==> src/design/assert_macros.svh <==
// assertion macros for the deadline timer queue
`ifndef ASSERT_MACROS_SVH
`define ASSERT_MACROS_SVH

// condition holds on every clock edge outside reset
`define DTQ_ASSERT(lbl, cond, msg) \
  lbl: assert property (@(posedge clk) disable iff (rst) (cond)) else $error(msg);

// antecedent in one cycle implies consequent in the next
`define DTQ_ASSERT_NEXT(lbl, ante, cons, msg) \
  lbl: assert property (@(posedge clk) disable iff (rst) (ante) |=> (cons)) else $error(msg);

`endif

==> src/design/dtq_pkg.sv <==
// shared types and constants for the deadline timer queue
`timescale 1ns / 1ps
package dtq_pkg;

  localparam int CAPACITY_DEF  = 16;
  localparam int TIME_BITS_DEF = 32;
  localparam int ID_BITS_DEF   = 8;

  localparam int TASK_W  = 8;
  localparam int DELAY_W = 16;
  localparam int STAT_W  = 2;

  typedef enum logic [STAT_W-1:0] {
    ST_ACCEPT  = 2'd0,
    ST_FULL    = 2'd1,
    ST_RELEASE = 2'd2,
    ST_IDLE    = 2'd3
  } status_t;

  typedef enum logic [3:0] {
    S_IDLE,
    S_UP_RD,
    S_UP_CMP,
    S_ADD_OK,
    S_ADD_FULL,
    S_T_RD0,
    S_T_ROOT,
    S_T_LAST,
    S_DN_RD,
    S_DN_CMP
  } state_t;

endpackage

==> src/design/dtq_heap_mem.sv <==
// heap entry memory: one write port, two registered read ports
`timescale 1ns / 1ps
module dtq_heap_mem #(
  parameter int DEPTH = dtq_pkg::CAPACITY_DEF,
  parameter int WIDTH = dtq_pkg::TIME_BITS_DEF + dtq_pkg::ID_BITS_DEF
) (
  input  logic                     clk,
  input  logic                     we,
  input  logic [$clog2(DEPTH)-1:0] waddr,
  input  logic [WIDTH-1:0]         wdata,
  input  logic [$clog2(DEPTH)-1:0] raddr_a,
  input  logic [$clog2(DEPTH)-1:0] raddr_b,
  output logic [WIDTH-1:0]         rdata_a,
  output logic [WIDTH-1:0]         rdata_b
);

  logic [WIDTH-1:0] mem [DEPTH];

  always_ff @(posedge clk) begin
    if (we) begin
      mem[waddr] <= wdata;
    end
    rdata_a <= mem[raddr_a];
    rdata_b <= mem[raddr_b];
  end

endmodule

==> src/design/deadline_timer_queue.sv <==
// deadline timer queue top level: heap sequencer, tick counter, output register
//
// channel  | dir | tdata                          | tuser      | tlast
// s_axis   | in  | task_id[7:0], delay_ticks[23:8] | kind[0]    | -
// m_axis   | out | released_task[7:0]             | status[1:0]| last
//
// add: the new entry climbs the heap, reading (S_UP_RD) and comparing (S_UP_CMP) per level, then S_ADD_OK
// tick: reads the root, releases each due task and sifts the last entry down (none when the heap empties)
// heap walk is bound by the single memory write port and its registered read
// synchronous active-high reset clears time, count and control; memory is not cleared
// the next item is taken once the previous one has handed its last result to the output register
`timescale 1ns / 1ps
`include "assert_macros.svh"
module deadline_timer_queue #(
  parameter int CAPACITY  = dtq_pkg::CAPACITY_DEF,
  parameter int TIME_BITS = dtq_pkg::TIME_BITS_DEF,
  parameter int ID_BITS   = dtq_pkg::ID_BITS_DEF
) (
  input  logic        clk,
  input  logic        rst,
  input  logic        s_axis_tvalid,
  output logic        s_axis_tready,
  input  logic [23:0] s_axis_tdata,   // task_id[7:0], delay_ticks[23:8]
  input  logic [0:0]  s_axis_tuser,   // kind[0]
  output logic        m_axis_tvalid,
  input  logic        m_axis_tready,
  output logic [7:0]  m_axis_tdata,   // released_task[7:0]
  output logic [1:0]  m_axis_tuser,   // status[1:0]
  output logic        m_axis_tlast
);

  localparam int AW  = $clog2(CAPACITY);
  localparam int CW  = $clog2(CAPACITY + 1);
  localparam int ENT = TIME_BITS + ID_BITS;

  function automatic logic earlier(input logic [ENT-1:0] a, input logic [ENT-1:0] b);
    logic dl_lt;
    logic dl_eq;
    dl_lt = a[ENT-1:ID_BITS] < b[ENT-1:ID_BITS];
    dl_eq = a[ENT-1:ID_BITS] == b[ENT-1:ID_BITS];
    earlier = dl_lt || (dl_eq && (a[ID_BITS-1:0] < b[ID_BITS-1:0]));
  endfunction

  dtq_pkg::state_t state, state_next;

  logic [TIME_BITS-1:0] cur_time, cur_time_next;
  logic [CW-1:0]        count, count_next;
  logic [ENT-1:0]       cur, cur_next;
  logic [AW-1:0]        hole, hole_next;
  logic                 pend_valid, pend_valid_next;
  logic [ID_BITS-1:0]   pend_task, pend_task_next;

  logic                 out_valid;
  logic [1:0]           out_status;
  logic [7:0]           out_task;
  logic                 out_last;

  logic                 emit;
  dtq_pkg::status_t     emit_status;
  logic [ID_BITS-1:0]   emit_task;
  logic                 emit_last;

  logic                 mem_we;
  logic [AW-1:0]        mem_waddr;
  logic [ENT-1:0]       mem_wdata;
  logic [AW-1:0]        raddr_a;
  logic [AW-1:0]        raddr_b;
  logic [ENT-1:0]       rd_a;
  logic [ENT-1:0]       rd_b;

  logic                 in_xfer;
  logic                 in_kind;
  logic [TIME_BITS:0]   dl_sum;
  logic [TIME_BITS-1:0] dl_sat;
  logic                 can_emit;
  logic                 due;
  logic                 full;
  logic [AW-1:0]        parent;
  logic [AW+1:0]        l_idx;
  logic [AW+1:0]        r_idx;
  logic                 l_ok;
  logic                 r_ok;
  logic [ENT-1:0]       best;
  logic                 move_child;
  logic [AW-1:0]        best_idx;

  dtq_heap_mem #(
    .DEPTH (CAPACITY),
    .WIDTH (ENT)
  ) u_mem (
    .clk     (clk),
    .we      (mem_we),
    .waddr   (mem_waddr),
    .wdata   (mem_wdata),
    .raddr_a (raddr_a),
    .raddr_b (raddr_b),
    .rdata_a (rd_a),
    .rdata_b (rd_b)
  );

  assign s_axis_tready = (state == dtq_pkg::S_IDLE);
  assign in_xfer       = s_axis_tvalid && s_axis_tready;
  assign in_kind       = s_axis_tuser[0];

  assign dl_sum = {1'b0, cur_time} + (TIME_BITS + 1)'(s_axis_tdata[23:8]);
  assign dl_sat = dl_sum[TIME_BITS] ? '1 : dl_sum[TIME_BITS-1:0];

  assign can_emit = !out_valid || m_axis_tready;
  assign full     = (count == CW'(CAPACITY));
  assign due      = (count != '0) && (rd_a[ENT-1:ID_BITS] <= cur_time);
  assign parent   = (hole - AW'(1)) >> 1;
  assign l_idx    = {1'b0, hole, 1'b1};
  assign r_idx    = l_idx + (AW + 2)'(1);
  assign l_ok     = l_idx < (AW + 2)'(count);
  assign r_ok     = r_idx < (AW + 2)'(count);

  always_comb begin
    best       = cur;
    best_idx   = hole;
    move_child = 1'b0;
    if (l_ok && earlier(rd_a, best)) begin
      best       = rd_a;
      best_idx   = AW'(l_idx);
      move_child = 1'b1;
    end
    if (r_ok && earlier(rd_b, best)) begin
      best       = rd_b;
      best_idx   = AW'(r_idx);
      move_child = 1'b1;
    end
  end

  // next state
  always_comb begin
    state_next = state;
    case (state)
      dtq_pkg::S_IDLE: begin
        if (in_xfer) begin
          if (in_kind) begin
            state_next = dtq_pkg::S_T_RD0;
          end else if (full) begin
            state_next = dtq_pkg::S_ADD_FULL;
          end else begin
            state_next = dtq_pkg::S_UP_RD;
          end
        end
      end
      dtq_pkg::S_UP_RD: begin
        state_next = (hole == '0) ? dtq_pkg::S_ADD_OK : dtq_pkg::S_UP_CMP;
      end
      dtq_pkg::S_UP_CMP: begin
        state_next = earlier(cur, rd_a) ? dtq_pkg::S_UP_RD : dtq_pkg::S_ADD_OK;
      end
      dtq_pkg::S_ADD_OK, dtq_pkg::S_ADD_FULL: begin
        if (can_emit) begin
          state_next = dtq_pkg::S_IDLE;
        end
      end
      dtq_pkg::S_T_RD0: begin
        state_next = dtq_pkg::S_T_ROOT;
      end
      dtq_pkg::S_T_ROOT: begin
        if (due) begin
          if (!pend_valid || can_emit) begin
            state_next = (count == CW'(1)) ? dtq_pkg::S_T_RD0 : dtq_pkg::S_T_LAST;
          end
        end else if (can_emit) begin
          state_next = dtq_pkg::S_IDLE;
        end
      end
      dtq_pkg::S_T_LAST: begin
        state_next = dtq_pkg::S_DN_RD;
      end
      dtq_pkg::S_DN_RD: begin
        state_next = dtq_pkg::S_DN_CMP;
      end
      dtq_pkg::S_DN_CMP: begin
        state_next = move_child ? dtq_pkg::S_DN_RD : dtq_pkg::S_T_RD0;
      end
      default: begin
        state_next = dtq_pkg::S_IDLE;
      end
    endcase
  end

  // datapath and memory control
  always_comb begin
    cur_time_next   = cur_time;
    count_next      = count;
    cur_next        = cur;
    hole_next       = hole;
    pend_valid_next = pend_valid;
    pend_task_next  = pend_task;
    mem_we          = 1'b0;
    mem_waddr       = hole;
    mem_wdata       = cur;
    raddr_a         = '0;
    raddr_b         = '0;
    emit            = 1'b0;
    emit_status     = dtq_pkg::ST_ACCEPT;
    emit_task       = '0;
    emit_last       = 1'b1;
    case (state)
      dtq_pkg::S_IDLE: begin
        if (in_xfer) begin
          if (in_kind) begin
            if (cur_time != '1) begin
              cur_time_next = cur_time + TIME_BITS'(1);
            end
            pend_valid_next = 1'b0;
          end else if (!full) begin
            cur_next   = {dl_sat, ID_BITS'(s_axis_tdata[7:0])};
            hole_next  = AW'(count);
            count_next = count + CW'(1);
          end
        end
      end
      dtq_pkg::S_UP_RD: begin
        if (hole == '0) begin
          mem_we = 1'b1;
        end else begin
          raddr_a = parent;
        end
      end
      dtq_pkg::S_UP_CMP: begin
        mem_we = 1'b1;
        if (earlier(cur, rd_a)) begin
          mem_wdata = rd_a;
          hole_next = parent;
        end
      end
      dtq_pkg::S_ADD_OK: begin
        emit = can_emit;
      end
      dtq_pkg::S_ADD_FULL: begin
        emit        = can_emit;
        emit_status = dtq_pkg::ST_FULL;
      end
      dtq_pkg::S_T_ROOT: begin
        if (due) begin
          if (!pend_valid || can_emit) begin
            emit            = pend_valid;
            emit_status     = dtq_pkg::ST_RELEASE;
            emit_task       = pend_task;
            emit_last       = 1'b0;
            pend_valid_next = 1'b1;
            pend_task_next  = rd_a[ID_BITS-1:0];
            count_next      = count - CW'(1);
            raddr_a         = AW'(count - CW'(1));
          end
        end else begin
          emit        = can_emit;
          emit_status = pend_valid ? dtq_pkg::ST_RELEASE : dtq_pkg::ST_IDLE;
          emit_task   = pend_valid ? pend_task : '0;
        end
      end
      dtq_pkg::S_T_LAST: begin
        cur_next  = rd_a;
        hole_next = '0;
      end
      dtq_pkg::S_DN_RD: begin
        raddr_a = AW'(l_idx);
        raddr_b = AW'(r_idx);
      end
      dtq_pkg::S_DN_CMP: begin
        mem_we    = 1'b1;
        mem_wdata = best;
        hole_next = best_idx;
      end
      default: begin
        mem_we = 1'b0;
      end
    endcase
  end

  always_ff @(posedge clk) begin
    if (rst) begin
      state      <= dtq_pkg::S_IDLE;
      cur_time   <= '0;
      count      <= '0;
      pend_valid <= 1'b0;
      out_valid  <= 1'b0;
    end else begin
      state      <= state_next;
      cur_time   <= cur_time_next;
      count      <= count_next;
      pend_valid <= pend_valid_next;
      if (emit) begin
        out_valid <= 1'b1;
      end else if (m_axis_tready) begin
        out_valid <= 1'b0;
      end
    end
  end

  always_ff @(posedge clk) begin
    cur       <= cur_next;
    hole      <= hole_next;
    pend_task <= pend_task_next;
    if (emit) begin
      out_status <= emit_status;
      out_task   <= 8'(emit_task);
      out_last   <= emit_last;
    end
  end

  assign m_axis_tvalid = out_valid;
  assign m_axis_tdata  = out_task;
  assign m_axis_tuser  = out_status;
  assign m_axis_tlast  = out_last;

  `DTQ_ASSERT(a_count_range, count <= CW'(CAPACITY), "entry count beyond capacity")
  `DTQ_ASSERT(a_emit_free, !emit || !out_valid || m_axis_tready, "result overwrites a waiting one")
  `DTQ_ASSERT_NEXT(a_busy_after_take, in_xfer, !s_axis_tready, "item taken without leaving idle")
  `DTQ_ASSERT_NEXT(a_up_write, state == dtq_pkg::S_UP_CMP, count == $past(count), "count moved during sift-up")

endmodule
==> config.mk <==
export PLATFORM = sky130hd
export DESIGN_NAME = deadline_timer_queue
export DESIGN_NICKNAME = d
export VERILOG_FILES = /design/src/design/dtq_pkg.sv /design/src/design/dtq_heap_mem.sv /design/src/design/deadline_timer_queue.sv
export VERILOG_INCLUDE_DIRS = /design/src /design/src/design
export SDC_FILE = /design/constraint.sdc
export NUM_CORES = 2
export LEC_CHECK = 0
export BUFFER_PORTS_ARGS = -buffer_cell sky130_fd_sc_hd__buf_2
export CAP_MARGIN = 20
export CORE_MARGIN = 2
export CORE_UTILIZATION = 40
export CTS_CLUSTER_SIZE = 12
export DETAILED_ROUTE_END_ITERATION = 10
export SYNTH_ARGS = -nofsm -noshare
export SYNTH_HDL_FRONTEND = slang
export SYNTH_SLANG_ARGS = --single-unit
==> constraint.sdc <==
create_clock -name clk -period 8.51 [get_ports clk]
set_clock_uncertainty 0.1 [all_clocks]
set_input_delay 0.851 -clock clk [delete_from_list [all_inputs] [get_ports clk]]
set_output_delay 0.851 -clock clk [all_outputs]
set_load 0.02 [all_outputs]
# == After elaboration in Yosys (flattened, before gate mapping) ==
# Memories as Yosys holds them, arrays and structs flattened. A register that Yosys moved wholly into a read port is not among the register bits.
# Cells that the tools add are included.
# classes
addsub,6
magnitude_cmp,9
n_eq_ne,24
mux,62
reduce_logical,31
# ops
cell,count
$mux 40,6
$pmux 40 s2,2
$eq 32x32->1,3
$lt 32x32->1,3
$mux 4,14
$pmux 4 s9,1
$add 32x16->33,1
$add 32x1->32 const B,1
$le 32x32->1,1
$mux 32,1
$ne 32x32->1 const B,1
$mux 5,5
$lt 8x8->1,3
$mux 8,3
$eq 4x3->1 const B,4
$mux 1,16
$pmux 4 s4,1
$pmux 4 s3,1
$reduce_and 6->1,2
$ne 2x2->1 const B,5
$pmux 5 s2,1
$mux 3,3
$eq 4x2->1 const B,2
$eq 4x4->1 const B,2
26 further kinds,50
# totals
ff_bits,106
ram_bits,640
in_bits,29
output_inout_bits,13
mem_count,1
# memory_table
memory,depth,width,read_ports,rd_ports_with_merged_regs,wr,line,rtl
u_mem.mem,16,40,2,2,1,dtq_heap_mem.sv:17,logic [WIDTH-1:0] mem [DEPTH];

# == Depth between registers and ports, before layout ==
# depth
depth_word,12
mapped_depth,25

# == Modules after synthesis ==
# From an unflattened synthesis, not the netlist that was laid out.
# unflattened
hier_cells,2730
area_unflattened_um2,41013.1
# modules_own_cells
mod,n_inst,cells_each,area_per_inst_um2,seq_area_each_um2
dtq_heap_mem,1,1417,30216.5,20820.0
deadline_timer_queue,1,1313,10796.6,2752.6

# == Worst setup path before layout ==
# No wires, ideal clock.
# synth_path
path_type,register to register
start,register hole[0]
end,"memory u_mem.mem[0][8] in the netlist's numbering, data pin"
setup_time_ns,0.330
arrival_time_ns,6.004
required_time_ns,8.080
setup_slack_ns,2.076
stages_incl_launch_ff,24
period_less_slack_ns,6.434
cell_sequence,edfxtp_1 -> clkbuf_1 -> inv_1 -> clkbuf_1 -> clkbuf_1 -> ha_1 -> inv_1 -> a21oi_1 -> o21ai_0 -> nor2_4 -> buf_2 -> mux2i_1 -> ha_1 -> a2111oi_0 -> o21ai_0 -> a31o_2 -> a21oi_1 -> o211ai_1 -> a211o_1 -> a21o_1 -> a21oi_2 -> buf_2 -> mux2i_1 -> o21ai_0
# synth_via
elab_chain_len,9
word_cells_on_any_way,13
classes_between,1 x add/sub; 4 x order compare; 1 x eq/ne; 3 x mux; 4 x reduce/logical
# synth_lines
item,line,rtl
start: declaration,deadline_timer_queue.sv:49,"logic [AW-1:0] hole, hole_next;"
start signal: assignment,deadline_timer_queue.sv:298,hole <= hole_next;
"parallel branches: the longest is 7 deep, another holds $lt 32x32->1",-,
$mux 40 *,deadline_timer_queue.sv:126,"if (r_ok && earlier(rd_b, best)) begin"
$pmux 40 s2 *,deadline_timer_queue.sv:203,case (state)
named net mem_wdata[8],deadline_timer_queue.sv:65,logic [ENT-1:0] mem_wdata;
end: declaration,dtq_heap_mem.sv:17,
# Mark *: on every way through the listed nets, which the timed path passes.

# == Worst setup path after layout ==
# layout_path
start,"register u_mem.rdata_a[38], read port of u_mem.mem"
end,"memory u_mem.mem[0][21] in the netlist's numbering, data pin"
# layout_via
elab_chain_len,11
word_cells_on_any_way,19
classes_between,4 x order compare; 3 x eq/ne; 4 x mux; 8 x reduce/logical
# layout_lines
item,line,rtl
start: declaration,dtq_heap_mem.sv:13,"output logic [WIDTH-1:0] rdata_a,"
"parallel branches: the longest is 10 deep, another holds $lt 32x32->1",-,
$pmux 40 s2 *,deadline_timer_queue.sv:203,
named net mem_wdata[21],deadline_timer_queue.sv:65,
# Marks and branches as above.

==> impl_metrics.env <==
export IMPL_dp_hpwl_mm=69.9
export IMPL_syn_area_sq_mm=0.0388
export IMPL_worstSetupStartpointType="flip-flop"
export IMPL_final_util=0.448
export IMPL_finalSetupViolations=0
export IMPL_maxCapViolCount=0
export IMPL_final_cell_area_sq_mm=0.0432
export IMPL_place_area_sq_mm=0.0404
export IMPL_holdPathStages=1
export IMPL_dr_pass1_iters=7
export IMPL_place_congestion=0.927
export IMPL_crit_arrival_ns=7.67
export IMPL_synth_cell_types=78
export IMPL_r2r_end="u_mem.mem[0][21]"
export IMPL_die_area_sq_mm=0.0996
export IMPL_relSlewSlack=0.263
export IMPL_grt_first_pass_wirelength_mm=176
export IMPL_r2r_cells=21
export IMPL_yosys_most_used_dff="edfxtp_1"
export IMPL_finalHoldViolations=0
export IMPL_grt_overflow=0
export IMPL_drt_iter0_drc=3219
export IMPL_dieWidth_um=316
export IMPL_max_stage_delay_ns=0.77
export IMPL_p_leak_uw=0.0160
export IMPL_status="completed"
export IMPL_vias=26400
export IMPL_clock_sinks=826
export IMPL_viasPerCell=6.18
export IMPL_path_max_fanout=59
export IMPL_grt_max_degree=187
export IMPL_hold_end="m_axis_tdata[3]"
export IMPL_post_drt_wl_per_cell_um=28.4
export IMPL_layout_drive_gt1_share=0.127
export IMPL_drc_errors=0
export IMPL_dp_slack_ns=1.15
export IMPL_syn_avg_cell_area_sq_um=13.3
export IMPL_end_kind="flip-flop"
export IMPL_fmax_mhz=132
export IMPL_syn_num_nets=3101
export IMPL_ctsResizeCount=0
export IMPL_cts_setup_buffers=0
export IMPL_root_buffer="clkbuf_16"
export IMPL_die_h_um=316
export IMPL_finalSetupTns_ns=0
export IMPL_antenna_found_initial=2
export IMPL_clk_latency_ns=0.67
export IMPL_synth_edf_count=703
export IMPL_ys_async_sr_fraction=0
export IMPL_core_rowCount=114
export IMPL_routed_wl_mm=121
export IMPL_cp_slowest_cell="nor4_1"
export IMPL_rrSetupSlack_ns=0.95
export IMPL_io_buffers=41
export IMPL_clkTransAtPathRegs_ns=0.06
export IMPL_core_sq_mm=0.0964
export IMPL_start_util=0.403
export IMPL_clock_tree_buffer_depth=3
export IMPL_first_global_vias=25300
export IMPL_rr_startpoint="u_mem.rdata_a[38]"
export IMPL_worstSetupPathType="flip-flop to flip-flop"
export IMPL_cts_hold_buf=0
export IMPL_hp_class="flip-flop to flip-flop"
export IMPL_cp_cell_sequence="inv_1, ha_1, nand4_1, nor4_1, nand3_1, a211oi_2, a221oi_2, nor2_4, buf_4, mux2i_1, ha_1, a2111oi_0, o21ai_0, a221oi_1, o21ai_0, a211o_1, a21o_1, a21oi_4, buf_12, or3_1, nand3_1"
export IMPL_yosysWarnings=0
export IMPL_vdd_drop_max_mv=0.137
export IMPL_synth_seq_cells=826
export IMPL_numCtsBuffers=87
export IMPL_fill_cells=8617
export IMPL_postRouteAntennaNets=0
export IMPL_slew_violations=0
export IMPL_period_share=0.888
export IMPL_grt_usage=0.241
export IMPL_ioPinCount=42
export IMPL_rsz0062_at_grt="false"
export IMPL_area_growth_pct=11.2
export IMPL_seq_area_frac_synth=0.607
export IMPL_cts_tree="yes"
export IMPL_power_density_mw_per_mm2=258
export IMPL_num_nets_final=3099
export IMPL_fin_ws_ns=0.949
export IMPL_post_route_min_period_ns=7.56
export IMPL_hold_start="pend_task[3]"
export IMPL_syn_inst=2928
export IMPL_worst_pin_slew_ns=1.11
export IMPL_htree_levels=3
export IMPL_critical_path_required_ns=8.62
worst max path at each step:
stage                                  from                 to  slack, ns  cells after the start
after floorplan                     hole[0]    u_mem.mem[0][8]       2.08                     23
after global routing      u_mem.rdata_a[38]  u_mem.mem[13][17]       0.57                     21
after detailed placement  u_mem.rdata_a[38]   u_mem.mem[0][17]       1.15                     21
final                     u_mem.rdata_a[38]   u_mem.mem[0][21]       0.95                     21
after CTS                 u_mem.rdata_a[38]  u_mem.mem[10][17]       1.07                     21
after global placement    u_mem.rdata_a[38]   u_mem.mem[3][17]       1.25                     21
flip-flops by register name (all words and copies together) (netlist names):
signal         flops
m_axis_tdata       8
u_mem.rdata_a     40
u_mem.mem        640
cur               40
m_axis_tlast       1
cur_time          32
m_axis_tuser       2
pend_task          8
u_mem.rdata_b     40
count              5
hole               4
m_axis_tvalid      1
pend_valid         1
state              4
layer usage:
metal  track usage  vias to the layer above  wire, um
li1              -                    11400         -
met1         0.344                    13400     51400
met2         0.372                     1360     55400
met3        0.0421                      231     11000
met4        0.0824                        0      3570
met5             0                        -         0
worst max-delay path, delay by kind of cell (launching register included):
family	cells	cell delay, ns
AOI/OAI and AO/OA	9	2.40
DFF	1	0.41
muxes	1	0.43
and+or+nand+nor	6	2.21
adders and majority gates	2	0.67
buffers and inverters	3	0.75
final cells by class:
cell class              count  area (sq um)  share of cell area
clock buffers             132          2420              0.0560
clock inverters            28           335             0.00776
repair buffers             91           643              0.0149
well taps                1276          1600              0.0370
inverters                  96           362             0.00837
multi-input cells        1824         14300               0.330
flip-flops and latches    826         23600               0.546
diodes                      1          2.50           0.0000579
stage by stage:
| stage | cells | hold slack [ns] | total power (uW) |
|---|---|---|---|
| final | 4274 | 0.414 | 11100 |
| after global routing | 4274 | 0.418 | 11600 |
| after CTS | 4273 | 0.386 | 11100 |
| after detailed placement | 4113 | 0.403 | 7440 |
| after global placement | 4113 | 0.394 | 7400 |
| after floorplan | 2928 | 0.353 | 6590 |
synth_stat cells (47+ instances only):
master    count  area share
dfxtp_1     123       0.063
nand2_1     273       0.026
clkbuf_1    109       0.011
nor2_1       77      0.0074
ha_1        143       0.046
edfxtp_1    703        0.54
mux4_2       80       0.046
inv_1        96      0.0093
nand3_1     131       0.017
o21ai_0      47      0.0061
a221oi_1    146       0.033
xnor2_1      58       0.013
mux2i_1     193       0.050
a21oi_1     213       0.027
logic make-up (layout without fill, tap and decap cells):
kind of cell             after synthesis  after routing  synth area share
other                                  0              1                 0
adder cells (fa/ha/maj)              144            144            0.0466
AO/OA/AOI/OAI                        587            587             0.104
buffers and inverters                278            347            0.0298
multiplexers                         313            313             0.108
flip-flops                           826            826             0.607
XOR/XNOR                              61             61            0.0138
AND/OR/NAND/NOR                      719            719            0.0911
cells in the final DEF, fill, tap and decap left out, types with 45 or more instances in the layout:
cell type,netlist,layout
a221oi_1,146,146
buf_4,10,45
dfxtp_1,123,123
ha_1,143,143
nand2_1,273,269
or3_1,45,45
mux2i_1,193,193
nand3_1,131,131
nor2_1,77,77
a21oi_1,213,213
xnor2_1,58,58
edfxtp_1,703,703
mux4_2,80,80
o21ai_0,47,47
clkbuf_16,0,88
inv_1,96,95
where the power goes:
part / switching, uW / internal, uW / leakage [uW]
Clock: 1580 / 2150 / 0.00134
Sequential: 204 / 4770 / 0.00738
Combinational: 1620 / 805 / 0.00728
Power figures use the tool's default switching activity.
